--- src/hdl/lse_pkg.sv ---
// ============================================================================
// lse_pkg
// Shared types and constants for the LSB stego extractor.
// ============================================================================
package lse_pkg;

    // Result status codes
    localparam logic [1:0] ST_PAYLOAD  = 2'd0;
    localparam logic [1:0] ST_END      = 2'd1;
    localparam logic [1:0] ST_MISMATCH = 2'd2;

    // Configuration register indexes
    localparam logic CFG_BITS_PER_CHANNEL = 1'b0;
    localparam logic CFG_KEY_BYTE         = 1'b1;

    // Three characters, entry 0 is the first/oldest
    typedef logic [2:0][7:0] t_chars3;

    // Header "%^&" and end marker "@#$"
    localparam t_chars3 HDR_CHARS = {8'h26, 8'h5E, 8'h25};
    localparam t_chars3 TRL_CHARS = {8'h24, 8'h23, 8'h40};

    // Recovered character from the bit unpacker
    typedef struct packed {
        logic       valid;
        logic [7:0] data;
    } t_char;

    // Result of one item
    typedef struct packed {
        logic       valid;
        logic [1:0] status;
        logic [7:0] data;
        logic       last;
    } t_result;

endpackage

--- src/hdl/lsb_stego_extractor.sv ---
// ============================================================================
// lsb_stego_extractor
// Recovers a keyed text message from the low bits of image channel bytes.
// ============================================================================
//
//  channel  | dir | handshake              | payload
//  ---------+-----+------------------------+------------------------------------
//  input    | in  | i_valid / o_ready      | i_channel_byte, i_start_req
//  result   | out | o_valid / i_ready      | o_status, o_payload_char, o_last
//  config   | in  | i_cfg_valid/o_cfg_ready| i_cfg_index, i_cfg_data
//
//  One item per cycle sustained while results are taken. An accepted item is
//  held in the input register, then the unpack/frame logic runs and loads the
//  result register. A stalled result register holds the input register; input
//  stays ready while the input register is empty or moving on in the same
//  cycle. Reset (synchronous, active low) clears control state and the config
//  registers to width 1, key 0. Config is always ready.
//
module lsb_stego_extractor (
    input  logic       i_clk,
    input  logic       i_rst_n,
    // input item channel
    input  logic       i_valid,
    output logic       o_ready,
    input  logic [7:0] i_channel_byte,
    input  logic       i_start_req,
    // result item channel
    output logic       o_valid,
    input  logic       i_ready,
    output logic [1:0] o_status,
    output logic [7:0] o_payload_char,
    output logic       o_last,
    // configuration write channel
    input  logic       i_cfg_valid,
    output logic       o_cfg_ready,
    input  logic       i_cfg_index,
    input  logic [7:0] i_cfg_data
);
    import lse_pkg::*;

    // config registers
    logic [2:0] r_bits_per_channel;
    logic [7:0] r_key_byte;

    // input register
    logic       r_s1_valid;
    logic [7:0] r_s1_byte;
    logic       r_s1_start;

    // result register
    logic       r_out_valid;
    logic [1:0] r_out_status;
    logic [7:0] r_out_char;
    logic       r_out_last;

    logic    out_free;
    logic    s1_fire;
    logic    frame_active;
    logic    frame_finished;
    t_char   ch;
    t_result res;

    assign o_cfg_ready = 1'b1;

    always_ff @(posedge i_clk) begin
        if (!i_rst_n) begin
            r_bits_per_channel <= 3'd1;
            r_key_byte         <= 8'd0;
        end else if (i_cfg_valid) begin
            case (i_cfg_index)
                CFG_BITS_PER_CHANNEL: r_bits_per_channel <= i_cfg_data[2:0];
                CFG_KEY_BYTE:         r_key_byte         <= i_cfg_data;
                default:              ;
            endcase
        end
    end

    // the result register frees when empty or taken this cycle
    assign out_free = !r_out_valid || i_ready;
    assign s1_fire  = r_s1_valid && out_free;
    assign o_ready  = !r_s1_valid || out_free;

    always_ff @(posedge i_clk) begin
        if (!i_rst_n) begin
            r_s1_valid <= 1'b0;
        end else if (o_ready) begin
            r_s1_valid <= i_valid;
        end
    end

    always_ff @(posedge i_clk) begin
        if (o_ready && i_valid) begin
            r_s1_byte  <= i_channel_byte;
            r_s1_start <= i_start_req;
        end
    end

    // start_req clears all stream state before its byte is used
    lse_unpack u_unpack (
        .i_clk              (i_clk),
        .i_rst_n            (i_rst_n),
        .i_fire             (s1_fire),
        .i_clear            (r_s1_start),
        .i_step             (s1_fire && frame_active),
        .i_byte             (r_s1_byte),
        .i_bits_per_channel (r_bits_per_channel),
        .i_key_byte         (r_key_byte),
        .o_char             (ch)
    );

    lse_frame u_frame (
        .i_clk      (i_clk),
        .i_rst_n    (i_rst_n),
        .i_fire     (s1_fire),
        .i_clear    (r_s1_start),
        .i_char     (ch),
        .o_active   (frame_active),
        .o_finished (frame_finished),
        .o_result   (res)
    );

    always_ff @(posedge i_clk) begin
        if (!i_rst_n) begin
            r_out_valid <= 1'b0;
        end else if (out_free) begin
            r_out_valid <= s1_fire && res.valid;
        end
    end

    always_ff @(posedge i_clk) begin
        if (s1_fire && res.valid) begin
            r_out_status <= res.status;
            r_out_char   <= res.data;
            r_out_last   <= res.last;
        end
    end

    assign o_valid        = r_out_valid;
    assign o_status       = r_out_status;
    assign o_payload_char = r_out_char;
    assign o_last         = r_out_last;

    // last goes with end or mismatch only, never with a payload character
    a_last_status: assert property (@(posedge i_clk) disable iff (!i_rst_n)
        o_valid |-> (o_last == (o_status != ST_PAYLOAD))
                    && (o_status == ST_PAYLOAD || o_status == ST_END
                        || o_status == ST_MISMATCH))
        else $error("status and last disagree");

    // a pending final result means the stream is stopped
    a_last_fin: assert property (@(posedge i_clk) disable iff (!i_rst_n)
        o_valid && o_last |-> frame_finished)
        else $error("final result without finished state");

    // non-payload results carry a zero character
    a_zero_char: assert property (@(posedge i_clk) disable iff (!i_rst_n)
        o_valid && o_status != ST_PAYLOAD |-> o_payload_char == 8'd0)
        else $error("character on end or mismatch result");

    // a blocked input register keeps its item
    a_s1_hold: assert property (@(posedge i_clk) disable iff (!i_rst_n)
        r_s1_valid && !out_free |=> r_s1_valid && $stable(r_s1_byte)
                                    && $stable(r_s1_start))
        else $error("input register lost a stalled item");

endmodule

--- src/hdl/lse_unpack.sv ---
// ============================================================================
// lse_unpack
// Bit accumulator: appends the low N bits of each byte, pulls out whole
// characters MSB first and applies the key byte.
// ============================================================================
module lse_unpack (
    input  logic          i_clk,
    input  logic          i_rst_n,
    input  logic          i_fire,
    input  logic          i_clear,
    input  logic          i_step,
    input  logic [7:0]    i_byte,
    input  logic [2:0]    i_bits_per_channel,
    input  logic [7:0]    i_key_byte,
    output lse_pkg::t_char o_char
);
    import lse_pkg::*;

    logic [11:0] r_acc;
    logic [2:0]  r_held;
    logic [11:0] n_acc;
    logic [2:0]  n_held;

    logic [2:0]  nb;
    logic [11:0] acc_b;
    logic [2:0]  held_b;
    logic [3:0]  low_bits;
    logic [11:0] shifted;
    logic [3:0]  sum;
    logic [3:0]  rem;

    // clamp width to 1..4
    always_comb begin
        case (i_bits_per_channel)
            3'd0:    nb = 3'd1;
            3'd1:    nb = 3'd1;
            3'd2:    nb = 3'd2;
            3'd3:    nb = 3'd3;
            3'd4:    nb = 3'd4;
            default: nb = 3'd4;
        endcase
    end

    always_comb begin
        acc_b    = i_clear ? 12'd0 : r_acc;
        held_b   = i_clear ? 3'd0 : r_held;
        low_bits = i_byte[3:0] & 4'((5'd1 << nb) - 5'd1);
        shifted  = 12'(acc_b << nb) | {8'd0, low_bits};
        sum      = {1'b0, held_b} + {1'b0, nb};
        rem      = sum - 4'd8;
        n_acc    = acc_b;
        n_held   = held_b;
        o_char   = '0;
        if (i_step) begin
            if (sum >= 4'd8) begin
                o_char.valid = 1'b1;
                o_char.data  = 8'(shifted >> rem) ^ i_key_byte;
                n_held       = rem[2:0];
                n_acc        = shifted & ((12'd1 << rem) - 12'd1);
            end else begin
                n_held = sum[2:0];
                n_acc  = shifted;
            end
        end
    end

    always_ff @(posedge i_clk) begin
        if (!i_rst_n) begin
            r_acc  <= '0;
            r_held <= '0;
        end else if (i_fire) begin
            r_acc  <= n_acc;
            r_held <= n_held;
        end
    end

    // held bits never reach a whole character between items
    a_held_lt8: assert property (@(posedge i_clk) disable iff (!i_rst_n)
        r_held <= 3'd7 && (r_acc >> r_held) == 12'd0)
        else $error("accumulator holds bits beyond count");

endmodule

--- src/hdl/lse_frame.sv ---
// ============================================================================
// lse_frame
// Header check, three-deep character window and end-marker detection.
// ============================================================================
module lse_frame (
    input  logic             i_clk,
    input  logic             i_rst_n,
    input  logic             i_fire,
    input  logic             i_clear,
    input  lse_pkg::t_char   i_char,
    output logic             o_active,
    output logic             o_finished,
    output lse_pkg::t_result o_result
);
    import lse_pkg::*;

    logic [2:0] r_seen;
    t_chars3    r_win;
    logic       r_fin;
    logic [2:0] n_seen;
    t_chars3    n_win;
    logic       n_fin;

    logic [2:0] seen_b;
    t_chars3    win_b;
    logic       fin_b;
    logic [1:0] cnt;

    assign o_active   = !fin_b;
    assign o_finished = r_fin;

    always_comb begin
        seen_b   = i_clear ? 3'd0 : r_seen;
        win_b    = i_clear ? '0 : r_win;
        fin_b    = i_clear ? 1'b0 : r_fin;
        n_seen   = seen_b;
        n_win    = win_b;
        n_fin    = fin_b;
        cnt      = 2'd0;
        o_result = '0;
        if (i_char.valid) begin
            if (seen_b < 3'd3) begin
                if (i_char.data != HDR_CHARS[seen_b[1:0]]) begin
                    n_fin           = 1'b1;
                    o_result.valid  = 1'b1;
                    o_result.status = ST_MISMATCH;
                    o_result.last   = 1'b1;
                end else begin
                    n_seen = seen_b + 3'd1;
                end
            end else begin
                cnt        = (seen_b >= 3'd5) ? 2'd2 : 2'(seen_b - 3'd3);
                n_win[cnt] = i_char.data;
                if (cnt != 2'd2) begin
                    n_seen = seen_b + 3'd1;
                end else if (n_win == TRL_CHARS) begin
                    n_fin           = 1'b1;
                    n_seen          = 3'd6;
                    o_result.valid  = 1'b1;
                    o_result.status = ST_END;
                    o_result.last   = 1'b1;
                end else begin
                    o_result.valid  = 1'b1;
                    o_result.status = ST_PAYLOAD;
                    o_result.data   = n_win[0];
                    n_win           = {8'd0, n_win[2], n_win[1]};
                    n_seen          = 3'd5;
                end
            end
        end
    end

    always_ff @(posedge i_clk) begin
        if (!i_rst_n) begin
            r_seen <= '0;
            r_win  <= '0;
            r_fin  <= 1'b0;
        end else if (i_fire) begin
            r_seen <= n_seen;
            r_win  <= n_win;
            r_fin  <= n_fin;
        end
    end

    // count stays in range and reaches six only once the end is found
    a_seen_range: assert property (@(posedge i_clk) disable iff (!i_rst_n)
        r_seen <= 3'd6 && (r_seen != 3'd6 || r_fin))
        else $error("character count out of range");

endmodule
--- config.mk ---
export PLATFORM = sky130hd
export DESIGN_NAME = lsb_stego_extractor
export DESIGN_NICKNAME = d
export VERILOG_FILES = /design/src/hdl/lse_pkg.sv /design/src/hdl/lsb_stego_extractor.sv /design/src/hdl/lse_unpack.sv /design/src/hdl/lse_frame.sv
export SDC_FILE = /design/constraint.sdc
export NUM_CORES = 1
export LEC_CHECK = 0
export ABC_AREA = 1
export BUFFER_PORTS_ARGS = -buffer_cell sky130_fd_sc_hd__clkbuf_2
export CAP_MARGIN = 10
export CORE_MARGIN = 5
export CORE_UTILIZATION = 47
export CTS_CLUSTER_SIZE = 16
export DETAILED_ROUTE_END_ITERATION = 16
export GPL_ROUTABILITY_DRIVEN = 0
export HOLD_SLACK_MARGIN = 0.05
export PLACE_DENSITY = 0.75
export REMOVE_ABC_BUFFERS = 1
export SYNTH_ARGS = -nofsm -noshare
export SYNTH_HDL_FRONTEND = slang
export SYNTH_SLANG_ARGS = --single-unit
--- constraint.sdc ---
create_clock -name i_clk -period 6.4 [get_ports i_clk]
set_clock_uncertainty 0.1 [all_clocks]
set_input_delay 0.96 -clock i_clk [delete_from_list [all_inputs] [get_ports i_clk]]
set_output_delay 0.96 -clock i_clk [all_outputs]
set_load 0.005 [all_outputs]
==> impl_summary.txt, run 1 <==
----------------------------------------------------
[Worst setup path]
  Critical path required time ... 6560 ps
  Type of destination of the critical path ... register
  CP max stage cell ... sky130_fd_sc_hd__dfxtp_1
  Chain of cells forming the critical path ... inv_2 > nand2_4 > inv_1 > ha_1 > fa_1 > xnor2_2 > buf_4 > clkinv_1 > nor2_1 > nand3_1 > nand2_1 > inv_1 > nand2_1 > nand2_1 > nand3_2 > nand2_1 > nand2_1 > nand2_1 > nor3_1 > nand3_2 > nand2_1 > nand3_1 > nand2_1 > a21oi_1
  Largest fanout of any net on the critical path ... 14
  Critical path class ... reg2reg
  Critical path arrival ... 5230 ps
  Worst Path Buf+Inv ... 5
  Critical path launch point type ... register
  CP max stage delay ... 690 ps
  Worst path top cell family by delay ... simple AND/OR/NAND/NOR gates
  Most frequent cell on the critical path ... sky130_fd_sc_hd__nand2_1

[Placed design]
  PortBufs ... 31
  Detailed Place HPWL ... 9554 microns
  Worst slack after detailed placement ... ~1500 ps
  Placed cell count ... 923
  Placed Instance Area ... 5190 sq um

[Route]
  Drt via density ... 5.605
  Number of antenna-violating nets in the routed design ... 0
  First-pass iteration count of the detailed router ... 6
  Violation count after the first detailed-routing iteration ... 490
  Via count ... about 5300
  Overall routed net length ... 13590 microns
  Avg WL per Cell ... approximately 14 microns
  Count of unresolved DRC violations after routing ... 0

[Pwr]
  Sequential power share ... 0.431
  Worst vdd rail ir drop ... 0.0001010 V
  Part of the power in the clock network ... 0.334
  Switching Power ... ~0.00039 W
  Ratio of total power to cell area ... 210.4 nW/um^2
  Static leakage ... 2.314 nW
  Internal cell power ... between 0.0007 and 0.0008 W
  Combinational fraction of design power ... 0.236
  Switching power as a share of total power ... 0.3397

[Synth]
  Number of warning messages in the yosys log ... 0
  Avg Inst Size Synth ... 6.342 sq um
  Distinct cell type count of the synthesized netlist ... 42
  Count of flip-flops with a built-in enable after synthesis ... 16
  Proportion of synthesized chip area in sequential cells ... 0.3157
  Cell area after synthesis ... 5010 sq um
  Gate count of the mapped netlist ... 790
  Share of flip-flops with an asynchronous set or reset after synthesis ... 0
  Flip-flop and latch count after synthesis ... 71
  Predominant post-synthesis flop cell ... sky130_fd_sc_hd__dfxtp_1

[CTS]
  Clock Path Buffers ... 2
  Max H-tree Level ... 3
  Num Clock Sinks ... 71
  Later-pin clock latency in the skew report ... 370 ps
  TritonCTS buffer count ... 9
  Post-cts resize count ... 0
  TritonCTS clock tree ... built
  CTS clk-pin slew, worst paths ... 90 ps
  Setup Buffers After CTS ... 0
  Hold_buf cts ... 0
  Clk root buf ... sky130_fd_sc_hd__clkbuf_8

[Floorplan]
  Starting density of the core ... 0.4831
  Std cell rows ... 37
  Top-level port count ... 37
  Chip Height ... 113.2 microns
  Die boundary width ... 113.2 microns
  CORE AREA ... 10370 sq um
  Total Die Area ... 12820 sq um

[GRT]
  Number of antenna violations at the first check in global routing ... 0
  Vias in the first global route ... 4847
  Largest net degree at the start of global routing ... 46
  Total track usage ... 0.2199
  Global-route wire length before repair ... approximately 23000 microns
  Total congestion overflow ... 0

[STA]
  Fin crit share ... 0.7930
  RSZ-0062 raised after global routing ... no
  Max Clock Freq ... about 200 MHz
  Smallest setup slack after layout ... 1325 ps
  Count of endpoints failing hold in the final timing report ... 0
  Final-layout setup total negative slack ... 0 ps
  Worst Tran Pin Value ... 695.3 ps
  Setup Viol. Count Final ... 0
  Minimum clock period ... 5075 ps
  Max-slew headroom at the worst pin ... 0.5360
  Max Slew Vio Count ... 0

[Finish]
  Fraction of final layout cells with drive strength greater than 1 ... 0.1071
  Final Core Density ... 0.5202
  Layout filler cell count ... 1101
  Number of diodes added for antenna fixing ... 0
  Net count of the finished layout ... 829
  Final instance area ... ~5400 sq um
  Post-synthesis to final-layout area growth ... 7.667%
  Final standard cell count with taps included and fillers excluded ... between 900 and 1000

[Min path]
  Classification of the worst-slack hold path ... reg2reg

[Outcome]
  Status ... finished, final reports clean

[Flow run]
  Maximum capacitance violations ... 0

----------------------------------------------------
cell type report:
class,count,area (sq um),share of cell area
clock inverter,6,66.31,0.01229
multi-input combinational,596,2930,0.5433
tap,136,170.2,0.03155
clock buffer,10,137.6,0.02552
sequential,71,1582,0.2932
timing repair buffer,36,192.7,0.03572
inverter,84,315.3,0.05846
registers in the layout, summed over array words and instances (netlist names):
register and cells:
o_last 1, r_s1_start 1, r_key_byte 8, o_valid 1
u_frame.r_win 24, u_frame.o_finished 1, u_unpack.r_held 3, u_unpack.r_acc 11
r_s1_byte 4, o_payload_char 8, o_status 2, r_s1_valid 1
r_bits_per_channel 3, u_frame.r_seen 3
power groups by stage:
stage	registers, W	logic [W]	clock network [W]
detailed placement	0.000499	0.000261	0
global route	0.000491	0.000302	0.000401
floorplan	0.000496	0.000194	0
finish	0.000489	0.000267	0.000379
CTS	0.000489	0.000263	0.000385
global placement	0.000498	0.000259	0
cell usage after synthesis, types with 4 or more instances:
cell / count / area [sq um]
sky130_fd_sc_hd__nand2_1: 222 / 833.3
sky130_fd_sc_hd__nand3_1: 102 / 510.5
sky130_fd_sc_hd__inv_1: 71 / 266.5
sky130_fd_sc_hd__a21oi_1: 69 / 345.3
sky130_fd_sc_hd__nor2_1: 57 / 214.0
sky130_fd_sc_hd__dfxtp_1: 55 / 1101
sky130_fd_sc_hd__o21ai_0: 46 / 230.2
sky130_fd_sc_hd__clkbuf_1: 22 / 82.58
sky130_fd_sc_hd__nand4_1: 18 / 112.6
sky130_fd_sc_hd__edfxtp_1: 16 / 480.5
sky130_fd_sc_hd__a31oi_1: 10 / 62.56
sky130_fd_sc_hd__inv_2: 10 / 37.54
sky130_fd_sc_hd__buf_2: 8 / 40.04
sky130_fd_sc_hd__nand3_2: 8 / 80.08
sky130_fd_sc_hd__o211ai_1: 8 / 60.06
sky130_fd_sc_hd__ha_1: 7 / 87.58
sky130_fd_sc_hd__o21ai_1: 6 / 30.03
sky130_fd_sc_hd__buf_1: 5 / 18.77
sky130_fd_sc_hd__nand2_2: 4 / 25.02
sky130_fd_sc_hd__nor2_4: 4 / 45.04
sky130_fd_sc_hd__nor3_1: 4 / 20.02
sky130_fd_sc_hd__xor2_1: 4 / 35.03
tightest hold or removal path, cell delays in order (launching register included):
cell and delay, ps:
sky130_fd_sc_hd__dfxtp_1 300, sky130_fd_sc_hd__inv_1 60, sky130_fd_sc_hd__a211oi_1 60
through the flow:
step / hold slack (ps) / power [W]
after floorplan: 329.7 / 0.0006908
after global placement: 350.2 / 0.0007576
after detailed placement: 358.2 / 0.0007602
after CTS: 370.8 / 0.001137
after global routing: 396.2 / 0.001194
final: 370.0 / 0.001135
path summary, 6_finish.rpt:
check        slack [ps]           endpoint  cells after the start                   from
min reg2reg         370  u_frame.r_win[23]                      2      u_frame.r_win[23]
max                1320  u_frame.r_seen[0]                     24  r_bits_per_channel[2]
max reg2reg        1320  u_frame.r_seen[0]                     24  r_bits_per_channel[2]
min                 370  u_frame.r_win[23]                      2      u_frame.r_win[23]
kinds of logic after synthesis:
| group | count (synthesis) | share of synthesized area |
|---|---|---|
| other cells | 1 | 0.0007485 |
| fa+ha+maj | 8 | 0.02148 |
| xor+xnor | 5 | 0.01024 |
| buf+inv | 123 | 0.09940 |
| flops | 71 | 0.3157 |
| compound gates | 153 | 0.1673 |
| simple gates | 429 | 0.3851 |
placed cells by master (no fill, tap or decap), drive strengths merged, types with 4 or more instances in the layout:
| cell type | netlist | routed |
|---|---|---|
| a21oi | 69 | 69 |
| a31oi | 10 | 10 |
| buf | 17 | 5 |
| clkbuf | 22 | 41 |
| clkinv | 3 | 6 |
| dfxtp | 55 | 55 |
| edfxtp | 16 | 16 |
| ha | 7 | 7 |
| inv | 81 | 83 |
| nand2 | 228 | 228 |
| nand3 | 110 | 110 |
| nand4 | 18 | 18 |
| nor2 | 65 | 65 |
| nor3 | 4 | 4 |
| o211ai | 8 | 8 |
| o21ai | 52 | 52 |
| xor2 | 4 | 4 |
layer usage:
| layer | up-vias | global-route usage | share of wire | wire, microns |
|---|---|---|---|---|
| met5 | - | 0 | 0 | 0 |
| met4 | 0 | 0.09135 | 0.020 | 277 |
| met3 | 24 | 0.04385 | 0.092 | 1247 |
| met2 | 246 | 0.3373 | 0.43 | 5797 |
| met1 | 2343 | 0.3018 | 0.46 | 6263 |
| li1 | 2650 | - | - | - |
Power figures use the tool's default switching activity.
==> inputs of run 2 (changes only) <==
==> constraint.sdc (replaced) <==
create_clock -name i_clk -period 5.1 [get_ports i_clk]
set_clock_uncertainty 0.1 [all_clocks]
set_input_delay 0.765 -clock i_clk [delete_from_list [all_inputs] [get_ports i_clk]]
set_output_delay 0.765 -clock i_clk [all_outputs]
set_load 0.005 [all_outputs]
==> run 2 against run 1 <==
Effect of this change: sequential cell count stayed put; die area is the same; clock-buffer cell count did not move; via count increased by 2.3%; fmax grew 11%; sequential power increased by 25%; core utilization grew 0.81 points; clock power rose by 33%; largest power group unchanged.
==> impl_summary.txt, run 2 (synthesized netlist as in run 1, its figures left out) <==
----------------------------------------------------
[Outcome]
  Status ... finished, final reports clean

[Finish]
  Final Core Density ... 0.5282 (+0.008084)
  Net count of the finished layout ... 839 (+1.2%)
  Number of flip-flops under the largest register name ... 24 (unchanged)
  Post-synthesis to final-layout area growth ... 9.341%
  Top register by number of flip-flops ... u_frame.r_win
  Number of diodes added for antenna fixing ... 0 (unchanged)
  Fraction of final layout cells with drive strength greater than 1 ... 0.1156 (+0.008523)
  Leading cell type in the layout, fill and taps excluded ... sky130_fd_sc_hd__nand2_1
  Highest-count cells in the layout ignoring fill and taps ... sky130_fd_sc_hd__nand2_1, sky130_fd_sc_hd__nand3_1, sky130_fd_sc_hd__inv_1, sky130_fd_sc_hd__a21oi_1, sky130_fd_sc_hd__nor2_1
  Biggest regs ... u_frame.r_win (24), u_unpack.r_acc (11)
  Layout filler cell count ... 1095 (-0.54%)

[Worst setup path]
  Largest fanout of any net on the critical path ... 27 (+13)
  Critical path launch point type ... register
  Type of destination of the critical path ... register
  Critical path required time ... 5010 ps (-1550 ps)
  Critical path arrival ... 4470 ps (-760 ps)
  Critical path class ... reg2reg

[CTS]
  TritonCTS clock tree ... built
  Hold_buf cts ... 0 (unchanged)
  Num Clock Sinks ... 71 (unchanged)
  Clk root buf ... sky130_fd_sc_hd__clkbuf_8
  Clock Path Buffers ... 2 (unchanged)
  Post-cts resize count ... 0 (unchanged)
  Later-pin clock latency in the skew report ... 370 ps (about the same)
  TritonCTS buffer count ... 9 (unchanged)
  Max H-tree Level ... 3 (unchanged)
  Setup Buffers After CTS ... 0 (unchanged)
  CTS clk-pin slew, worst paths ... 80 ps (about the same)

[Route]
  Avg WL per Cell ... 14.98 microns (+3.6%)
  First-pass iteration count of the detailed router ... 5 (-1)
  Count of unresolved DRC violations after routing ... 0 (unchanged)
  Number of antenna-violating nets in the routed design ... 0 (unchanged)
  Violation count after the first detailed-routing iteration ... 628 (+28%)
  Drt via density ... 5.673 (+1.2%)
  Via count ... 5384 (+2.3%)
  Overall routed net length ... 14220 microns (+4.7%)

[GRT]
  Global-route wire length before repair ... 23200 microns (+0.75%)
  Largest net degree at the start of global routing ... 46 (unchanged)
  Number of antenna violations at the first check in global routing ... 0 (unchanged)
  Total congestion overflow ... 0 (unchanged)
  Total track usage ... 0.2232 (+0.003296)
  Vias in the first global route ... 4639 (-4.3%)

[Pwr]
  Worst vdd rail ir drop ... 0.0001298 V (+29%)
  Ratio of total power to cell area ... 268.1 nW/um^2 (+27%)
  Total Power Consumption ... 0.001469 W (+29%)
  Static leakage ... 2.357 nW (+1.9%)

[Placed design]
  Detailed Place HPWL ... 9846 microns (+3.1%)
  PortBufs ... 31 (unchanged)

[Flow run]
  Maximum capacitance violations ... 0 (unchanged)

[Min path]
  Classification of the worst-slack hold path ... reg2reg

[Floorplan]
  Chip Height ... 113.2 microns (unchanged)
  CORE AREA ... 10370 sq um (unchanged)
  Top-level port count ... 37 (unchanged)
  Total Die Area ... 12820 sq um (unchanged)
  Die boundary width ... 113.2 microns (unchanged)
  Starting density of the core ... 0.4831 (unchanged)
  Std cell rows ... 37 (unchanged)

[STA]
  Fin crit share ... 0.8943 (+0.1013)
  Setup Viol. Count Final ... 0 (unchanged)
  Max Slew Vio Count ... 0 (unchanged)
  Minimum clock period ... 4561 ps (-514.3 ps)
  RSZ-0062 raised after global routing ... no
  Final-layout setup total negative slack ... 0 ps (unchanged)
  Max Clock Freq ... 219.2 MHz (+11%)
  Count of endpoints failing hold in the final timing report ... 0 (unchanged)
  Max-slew headroom at the worst pin ... 0.5357 (about the same)
  Worst Tran Pin Value ... 691.8 ps (-3.403 ps)

----------------------------------------------------
## run 2: changes by cell type in the layout (fill, tap and decap cells not counted)
cell                         change
sky130_fd_sc_hd__buf_4          +10
sky130_fd_sc_hd__bufinv_16       +1
sky130_fd_sc_hd__clkbuf_1        +1
sky130_fd_sc_hd__clkbuf_8        -1
sky130_fd_sc_hd__clkinv_1        +1
sky130_fd_sc_hd__clkinv_2        -1
sky130_fd_sc_hd__clkinvlp_4      +1
sky130_fd_sc_hd__inv_6           -2
## run 2: stage by stage
step	instance area, sq um	hold WS (ps)	instances	setup WS, ps
after floorplan	4827	329.7	751	508.2
after global placement	5265	346.9	933	715.1
after detailed placement	5265	351.7	933	674.7
after CTS	5478	366.3	949	634.3
after global routing	5478	378.6	949	250.2
final	5478	364.0	949	538.8
## run 2: power by group
part	switching (W)	leakage [nW]	internal [W]
Sequential	0.0000143	0.585	0.000597
Clock	0.000231	0.104	0.000274
Combinational	0.000243	1.67	0.000109
## run 2: final timing paths
check	slack (ps)	to	cells after the start	start
setup / recovery	540	o_payload_char[2]	14	r_s1_start
hold / removal	360	u_unpack.r_held[1]	2	u_unpack.r_held[1]
setup reg to reg	540	o_payload_char[2]	14	r_s1_start
hold reg to reg	360	u_unpack.r_held[1]	2	u_unpack.r_held[1]
## run 2: critical path, stage by stage (launching register included)
cell,delay (ps)
sky130_fd_sc_hd__edfxtp_1,670
sky130_fd_sc_hd__inv_2,190
sky130_fd_sc_hd__nand2_1,230
sky130_fd_sc_hd__inv_2,90
sky130_fd_sc_hd__nor2_4,300
sky130_fd_sc_hd__inv_2,220
sky130_fd_sc_hd__nor2_8,430
sky130_fd_sc_hd__inv_1,160
sky130_fd_sc_hd__nor2_1,120
sky130_fd_sc_hd__buf_4,190
sky130_fd_sc_hd__inv_1,50
sky130_fd_sc_hd__buf_4,210
sky130_fd_sc_hd__nor2_1,310
sky130_fd_sc_hd__clkinv_1,420
sky130_fd_sc_hd__nand2_1,500
## run 2: layout make-up
type                    count  area [sq um]  area share
inverters                  84         315.3     0.05756
well taps                 136         170.2     0.03106
repair buffers             46         267.8     0.04888
clock inverters             6         85.08     0.01553
flip-flops and latches     71          1582      0.2887
multi-input cells         596          2930      0.5349
clock buffers              10         127.6     0.02330
## run 2: metal layers
layer,wire [microns],vias up,track usage
met5,0,-,0
met4,363,0,0.06731
met3,1376,37,0.04278
met2,6178,266,0.3365
met1,6302,2406,0.3229
li1,-,2675,-
